==> config.mk <==
export PLATFORM = sky130hd
export DESIGN_NAME = tqc_merge
export DESIGN_NICKNAME = d
export VERILOG_FILES = /design/src/design/tqc_pkg.sv /design/src/design/tqc_merge.sv
export SDC_FILE = /design/constraint.sdc
export NUM_CORES = 1
export LEC_CHECK = 0
export BUFFER_PORTS_ARGS = -buffer_cell sky130_fd_sc_hd__buf_2
export CAP_MARGIN = 10
export CORE_UTILIZATION = 50
export CTS_BUF_LIST = sky130_fd_sc_hd__clkbuf_8
export CTS_CLUSTER_SIZE = 10
export DETAILED_ROUTE_END_ITERATION = 7
export PLACE_DENSITY_LB_ADDON = 0.12
export SLEW_MARGIN = 20
export SYNTH_ARGS = -nofsm -noshare
export SYNTH_HDL_FRONTEND = slang
export SYNTH_SLANG_ARGS = --single-unit
export TNS_END_PERCENT = 5
==> constraint.sdc <==
create_clock -name clk_i -period 7.55 [get_ports clk_i]
set_input_delay 1.1325 -clock clk_i [delete_from_list [all_inputs] [get_ports clk_i]]
set_output_delay 1.1325 -clock clk_i [all_outputs]
set_load 0.03 [all_outputs]
==> src/design/tqc_pkg.sv <==
// ----------------------------------------------------------------------------
// tqc_pkg: shared types and constants for the tetrahedron quad cut test
// Fixed-point formats, pipeline stage indices and register codes.
// ----------------------------------------------------------------------------
`default_nettype none

package tqc_pkg;

  localparam int COORD_BITS      = 21;
  localparam int BASIS_FRAC_BITS = 14;

  localparam int AXIS_W     = 16;
  localparam int AXES       = 3;
  localparam int LANES      = 4;
  localparam int ORIGIN_W   = 3 * COORD_BITS;
  localparam int AXIS_REG_W = 3 * AXIS_W;
  localparam int HALF_W     = 20;
  localparam int CFG_W      = (ORIGIN_W > AXIS_REG_W) ? ORIGIN_W : AXIS_REG_W;
  localparam int CFG_IDX_W  = 3;

  localparam int DIFF_W = COORD_BITS + 1;
  localparam int PROD_W = DIFF_W + AXIS_W;
  localparam int PROJ_W = PROD_W + 2;
  localparam int LIM_W  = HALF_W + BASIS_FRAC_BITS + 1;
  localparam int CMP_W  = (PROJ_W > LIM_W) ? PROJ_W : LIM_W;

  localparam int PROJ_N = 0;
  localparam int PROJ_U = 1;
  localparam int PROJ_V = 2;

  localparam int ST_DIFF  = 0;
  localparam int ST_PROD  = 1;
  localparam int ST_PROJ  = 2;
  localparam int ST_PAIR  = 3;
  localparam int ST_RANGE = 4;
  localparam int ST_OUT   = 5;
  localparam int NSTAGE   = 6;

  localparam logic [AXIS_REG_W-1:0] AXIS_U_RST = AXIS_REG_W'(48'd16384);
  localparam logic [AXIS_REG_W-1:0] AXIS_V_RST = AXIS_REG_W'(48'd1073741824);
  localparam logic [AXIS_REG_W-1:0] AXIS_N_RST = AXIS_REG_W'(48'd1073741824);

  typedef enum logic [CFG_IDX_W-1:0] {
    REG_ORIGIN = 3'd0,
    REG_AXIS_U = 3'd1,
    REG_AXIS_V = 3'd2,
    REG_AXIS_N = 3'd3,
    REG_HALF_W = 3'd4,
    REG_HALF_H = 3'd5
  } cfg_reg_e;

  typedef logic signed [COORD_BITS-1:0] coord_t;
  typedef logic signed [AXIS_W-1:0]     axis_t;
  typedef logic signed [DIFF_W-1:0]     diff_t;
  typedef logic signed [PROD_W-1:0]     prod_t;
  typedef logic signed [PROJ_W-1:0]     proj_t;
  typedef logic signed [CMP_W-1:0]      cmp_t;
  typedef logic        [HALF_W-1:0]     half_t;

  typedef struct packed {
    logic [NSTAGE-1:0] en;
  } pipe_ctl_t;

endpackage

`default_nettype wire

==> src/design/tqc_merge.sv <==
// ----------------------------------------------------------------------------
// tqc_merge: lane merge and bounds test
// Folds the four lanes' projections into side flags and U/V ranges over two
// registered levels, then tests straddle and quad overlap into the flag.
// ----------------------------------------------------------------------------
`default_nettype none

module tqc_merge (
  input  wire logic                clk_i,
  input  wire tqc_pkg::pipe_ctl_t  ctl_i,
  input  wire tqc_pkg::proj_t      proj_i [tqc_pkg::LANES][tqc_pkg::AXES],
  input  wire tqc_pkg::half_t      half_w_i,
  input  wire tqc_pkg::half_t      half_h_i,
  output      logic                cut_o
);
  import tqc_pkg::*;

  proj_t umn_q [2];
  proj_t umx_q [2];
  proj_t vmn_q [2];
  proj_t vmx_q [2];
  logic  fr_q  [2];
  logic  bk_q  [2];

  proj_t umin_q, umax_q, vmin_q, vmax_q;
  logic  front_q, back_q;
  logic  cut_q;

  cmp_t  lim_w, lim_h;

  function automatic proj_t pmin(proj_t a, proj_t b);
    return (b < a) ? b : a;
  endfunction

  function automatic proj_t pmax(proj_t a, proj_t b);
    return (b > a) ? b : a;
  endfunction

  function automatic logic overlaps(cmp_t a, cmp_t b, cmp_t c, cmp_t d);
    return ((c <= a) && (a <= d)) || ((a <= c) && (c <= b));
  endfunction

  assign lim_w = cmp_t'({half_w_i, {BASIS_FRAC_BITS{1'b0}}});
  assign lim_h = cmp_t'({half_h_i, {BASIS_FRAC_BITS{1'b0}}});

  always_ff @(posedge clk_i) begin
    if (ctl_i.en[ST_PAIR]) begin
      for (int p = 0; p < 2; p++) begin
        umn_q[p] <= pmin(proj_i[2*p][PROJ_U], proj_i[2*p+1][PROJ_U]);
        umx_q[p] <= pmax(proj_i[2*p][PROJ_U], proj_i[2*p+1][PROJ_U]);
        vmn_q[p] <= pmin(proj_i[2*p][PROJ_V], proj_i[2*p+1][PROJ_V]);
        vmx_q[p] <= pmax(proj_i[2*p][PROJ_V], proj_i[2*p+1][PROJ_V]);
        fr_q[p]  <= !proj_i[2*p][PROJ_N][PROJ_W-1] || !proj_i[2*p+1][PROJ_N][PROJ_W-1];
        bk_q[p]  <= proj_i[2*p][PROJ_N][PROJ_W-1] || proj_i[2*p+1][PROJ_N][PROJ_W-1];
      end
    end
    if (ctl_i.en[ST_RANGE]) begin
      umin_q  <= pmin(umn_q[0], umn_q[1]);
      umax_q  <= pmax(umx_q[0], umx_q[1]);
      vmin_q  <= pmin(vmn_q[0], vmn_q[1]);
      vmax_q  <= pmax(vmx_q[0], vmx_q[1]);
      front_q <= fr_q[0] || fr_q[1];
      back_q  <= bk_q[0] || bk_q[1];
    end
    if (ctl_i.en[ST_OUT]) begin
      cut_q <= front_q && back_q
            && overlaps(cmp_t'(umin_q), cmp_t'(umax_q), -lim_w, lim_w)
            && overlaps(cmp_t'(vmin_q), cmp_t'(vmax_q), -lim_h, lim_h);
    end
  end

  assign cut_o = cut_q;

endmodule

`default_nettype wire

; ---- Yosys cells after proc, flatten, opt, wreduce, memory -nomap -nowiden
; Memories as Yosys holds them, arrays and structs flattened.
; Index checks and enable logic that the tools add are counted.
; W data, S select, Z words.
[op_classes]
add_sub_neg = 2
magnitude_cmp = 20
n_mux = 14
n_reduce_logical = 19
[op_table]
columns = cell, n
row1 = $mux W40, 12
row2 = $gt A40 B40 Y1, 6
row3 = $le A40 B40 Y1, 6
row4 = $lt A40 B40 Y1, 6
row5 = $le A40 B35 Y1, 2
row6 = $neg A34 Y40, 2
row7 = $logic_or A1 B1 Y1, 8
row8 = $logic_and A1 B1 Y1, 7
row9 = $logic_not A1 Y1, 4
row10 = $mux W1, 2
[word_totals]
register_bits = 163
ramBits = 324
n_memories = 6
[mem_list]
columns = name, words, word_bits, read_ports, rd_clocked_by_memory_dff, write_ports, line_no
row1 = umn_q, 2, 40, 2, 0, 2, tqc_merge.sv:18  ; proj_t umn_q [2];
row2 = umx_q, 2, 40, 2, 0, 2, tqc_merge.sv:19  ; proj_t umx_q [2];
row3 = vmn_q, 2, 40, 2, 0, 2, tqc_merge.sv:20  ; proj_t vmn_q [2];
row4 = vmx_q, 2, 40, 2, 0, 2, tqc_merge.sv:21  ; proj_t vmx_q [2];
row5 = bk_q, 2, 1, 2, 0, 2, tqc_merge.sv:23  ; logic bk_q [2];
row6 = fr_q, 2, 1, 2, 0, 2, tqc_merge.sv:22  ; logic fr_q [2];

; ---- Logic depth before layout (Yosys ltp)
[logic_depth]
word_depth = 6
mapped_depth = 17
mapped_depth_nobuf = 17

; ---- Worst setup path after synthesis
; No wires, ideal clock.
[synth_path]
kind = input to register
startpoint = input port half_h_i[0]
endpoint = register cut_q, in the netlist cut_o, data pin
arrival_ps = 4679
setup_slack_ps = 2703
stages = 17
path_buffers = 0
cell_sequence = inv_1 > ha_1 > nand4_1 > or4_1 > or3_1 > or3_1 > xnor2_1 > inv_1 > ha_1 > and4_1 > nor4bb_1 > nand4_1 > nand2_1 > a2111oi_2 > xnor2_1 > a21o_1 > a221oi_2
[synth_between]
elab_chain_len = 5
word_cells_on_any_way = 9
cone_classes = add/sub (1) / order compare (4) / reduce/logical (4)
[synth_rtl]
columns = item, line_no
row1 = from (decl), tqc_merge.sv:13  ; input wire tqc_pkg::half_t half_h_i,
row2 = $neg A34 Y40, tqc_merge.sv:68  ; && overlaps(cmp_t'(vmin_q), cmp_t'(vmax_q), -lim_h, lim_h);
row3 = $le A40 B40 Y1, tqc_merge.sv:40  ; return ((c <= a) && (a <= d)) || ((a <= c) && (c <= b));
row4 = $logic_and A1 B1 Y1, tqc_merge.sv:40
row5 = $logic_or A1 B1 Y1 (*), tqc_merge.sv:40
row6 = $logic_and A1 B1 Y1 (*), tqc_merge.sv:68
row7 = to (signal assigned), tqc_merge.sv:66  ; cut_q <= front_q && back_q
row8 = to (decl), tqc_merge.sv:27  ; logic cut_q;
; Mark *: on every way between the ends. The rest lies on a longest branch, timed or not.
; A chain may end at the register's enable or synchronous reset.

; ---- Worst setup path in the final report
; Ends and elaborated chain as after synthesis.

==> results.md <==
- Run status: completed
- Die extent in y: 258.5 um
- Max VDD drop: 145.3 uV
- Yosys top cell area share: 44.45%
- Number of global-route vias before repair: 24200
- Data arrival, critical path: 5.98 ns
- Largest net degree at the start of global routing: 103
- XOR/XNOR Fraction of Synth Area: 1.145%
- Detail Route Antenna Nets: 0
- Static Leak: 17.41 nW
- Total iterations of the first detailed-routing run: 5
- Clk sinks: 487
- Asr flop ratio synth: 0%
- Clock skew: 0.03024 ns
- Final Power: 8.662 mW
- Total routed wirelength: 91800 um
- Row count: 93
- Routed vias: 23410
- Syn_nets: 3770
- Yosys reg bits: 487
- Crit Path Class: in -> reg
- Nets@finish: 4193
- CTS H-tree lvls: 3
- CTS root buffer: clkbuf_8
- Crit path max fanout: 6
- DP HPWL: 73350 um
- Mapped cell area: 0.03290 mm2
- Final hold vios: 0
- Cts hold-fix bufs: 0
- Post-synthesis simple-gate area fraction: 6.366%
- Max transition margin: 28.54%
- RSZ-0062 raised after global routing: no
- Reg2reg setup slack: 2.99 ns
- Min setup slack post-route: 1.991 ns
- Grt ovf: 0
- Fillcell total: 5448
- Reg2reg start: vmn_q[0][37]
- Compound-Gate Fraction of Synth Area: 7.910%
- Slew @ Worst Pin: 1.062 ns
- Post-synth EDFFs: 487
- Reg2Reg Depth: 11
- Synth Instances: 2779
- CTS tree: yes
- Register area share after synthesis: 44.45%
- CP Capture Type: register
- CTS Buffer Depth: 3
- Post-DP Area: 0.03596 mm2
- DRC: 0
- Synth Flop Type: edfxtp_1
- Largest family of logic cells by synthesized area: adder cells
- Final setup fails: 0
- Initial drt markers: 1743
- Pwr dens: 230.6 mW/mm2
- Largest area contributor in the netlist: edfxtp_1
- Clock transition at path regs: 0.05 ns
- Initial core utilization: 50.85%
- HP Class: reg -> reg
- Post-CTS repair timing setup buffer count: 0
- Cell variety after synth: 56
- Routed wire per std cell: 22.24 um
- Avg Inst Size Synth: 11.84 um2
- Core area: 0.06470 mm2
- Crit share post-route: 73.62%
- Die area: 0.06683 mm2
- Total Routing Usage GR: 27.57%
- Final slew viol count: 0
- IO Pins: 528
- Fin crit period: 5.559 ns
- Clock buffer count from CTS: 82
- Multiplexer share of the synthesized area: 16.55%
- Setup TNS: 0 ns
- Critical Path Source: half_h_i[0]
- Worst Path Required: 7.97 ns
- Port-buffer cells: 368
- Post-route design area: 0.03757 mm2
- Syn. warnings: 0
- First-pass GRT wire length: 139400 um
- Max-cap violation count: 0
- Syn-to-layout area delta: 14.18%
- Placement Setup Slack: 1.390 ns
- RD Place Congestion: 0.9439
- Worst skew pair latency: 0.68 ns
- Die width: 258.5 um
- Initial antenna violation count: 24
- Max Freq: 179.9 MHz
- Worst setup path end: cut_o
- Fin util: 58.07%
- Average vias per placed instance: 5.671
- Top area cells in the synthesized netlist: edfxtp_1, ha_1, mux2_2
- Adder-cell area share of the yosys netlist: 17.65%
- Post_cts resized: 0
- Crit Reg-Reg Endpoint: vmin_q[18]
- Critical Path Start Type: input pin
- Share of cells above drive strength 1: 30.93%
-- synthesized netlist by cell type (3+ instances only) --
library cell	number
o22ai_1	4
o211ai_1	9
and4_1	12
mux2i_1	5
inv_1	467
o31ai_1	7
nand2b_1	5
or2_2	15
a211oi_1	12
nor2_1	55
nand3b_1	5
a221o_1	3
and3_1	6
and2_1	4
o21a_1	8
nor3_1	21
mux2_2	479
a21o_1	150
xor2_1	5
a21oi_1	135
buf_2	11
nor4b_1	4
clkbuf_1	36
nor4_1	24
or3_1	14
ha_1	464
a2111oi_0	3
edfxtp_1	487
nor2b_1	15
nand4_1	100
o21ai_0	54
nand3_1	28
nand2_1	63
or4_1	6
xnor2_1	38
-- per-stage QoR --
step	cells	hold slack (ns)
floorplan	2779	0.4787
global placement	3972	0.5092
detailed placement	3972	0.5068
CTS	4113	0.5177
global route	4126	0.5372
finish	4127	0.5148
-- worst min-delay path by stage --
| stage | start | to | slack (ns) | cells after the start |
|---|---|---|---|---|
| after floorplan | bk_q[0][0] | back_q | 0.48 | 1 |
| after global placement | bk_q[0][0] | back_q | 0.51 | 1 |
| after detailed placement | bk_q[0][1] | back_q | 0.51 | 1 |
| after CTS | bk_q[0][1] | back_q | 0.52 | 1 |
| after global routing | bk_q[0][1] | back_q | 0.54 | 1 |
| final | bk_q[0][0] | back_q | 0.51 | 1 |
-- area by class of cell --
| cell class | count | area [um2] | area share, % |
|---|---|---|---|
| multi-input combinational | 1776 | 16490 | 43.89 |
| sequential | 487 | 14620 | 38.93 |
| timing repair buffer | 387 | 2029 | 5.402 |
| inverter | 468 | 1757 | 4.676 |
| clock buffer | 83 | 1142 | 3.041 |
| tap | 855 | 1070 | 2.848 |
| clock inverter | 58 | 424.2 | 1.129 |
| antenna | 13 | 32.53 | 0.08659 |
-- cells by family (layout without fill, tap and decap cells) --
logic type / after synthesis / count (layout)
compound gates: 404 / 404
xor+xnor: 43 / 43
fa+ha+maj: 464 / 464
buf+inv: 516 / 996
flops: 487 / 487
mux: 484 / 484
other cells: 0 / 13
simple gates: 381 / 381
-- placed cells by master, fill, tap and decap left out, types with 11 or more instances in the layout --
master and instances:
a21oi_1 132, nor3_1 21, mux2_2 479, ha_1 464
diode_2 13, nor2b_1 15, nand4_1 100, buf_4 16
clkbuf_8 83, a211oi_1 11, nand2_1 63, edfxtp_1 487
nor2_1 55, clkinv_1 18, a21o_1 150, inv_1 480
and4_1 12, o21ai_0 54, clkinv_2 16, nand3_1 28
or3_1 14, or2_2 15, xnor2_1 38, nor4_1 24
buf_2 366
-- sequential cells by signal, indices dropped and copies added, names as in the netlist, 40 cells and up --
register and cells:
vmx_q 80, vmn_q 80, umx_q 80, vmax_q 40
umn_q 80, vmin_q 40, umax_q 40, umin_q 40
-- worst max-delay path, cell delays in order --
cell,delay (ns)
buf_2,0.15
inv_1,0.09
ha_1,0.26
nand4_1,0.21
or4_1,0.53
or3_1,0.50
or3_1,0.36
xnor2_1,0.25
inv_1,0.08
ha_1,0.31
and4_1,0.23
nor4bb_1,0.56
nand4_1,0.21
nand2_1,0.14
a2111oi_2,0.05
xnor2_1,0.21
o21ai_0,0.22
a221oi_2,0.47
-- per-layer routing --
layer | vias to the layer above | global-route usage, % | wire (um) | part of all wire, %
li1 | 11100 | - | - | -
met1 | 11450 | 38.59 | 41950 | 46
met2 | 661 | 43.22 | 41540 | 45
met3 | 179 | 4.675 | 5542 | 6.0
met4 | 22 | 9.467 | 2633 | 2.9
met5 | - | 0 | 135 | 0.15
-- where the power goes --
part	total, mW	switching (mW)	internal (mW)
Clock	2.35	1.11	1.23
Combinational	2.56	1.35	1.20
Sequential	3.76	0.216	3.54
No activity file was read; power rests on OpenSTA's default activity.
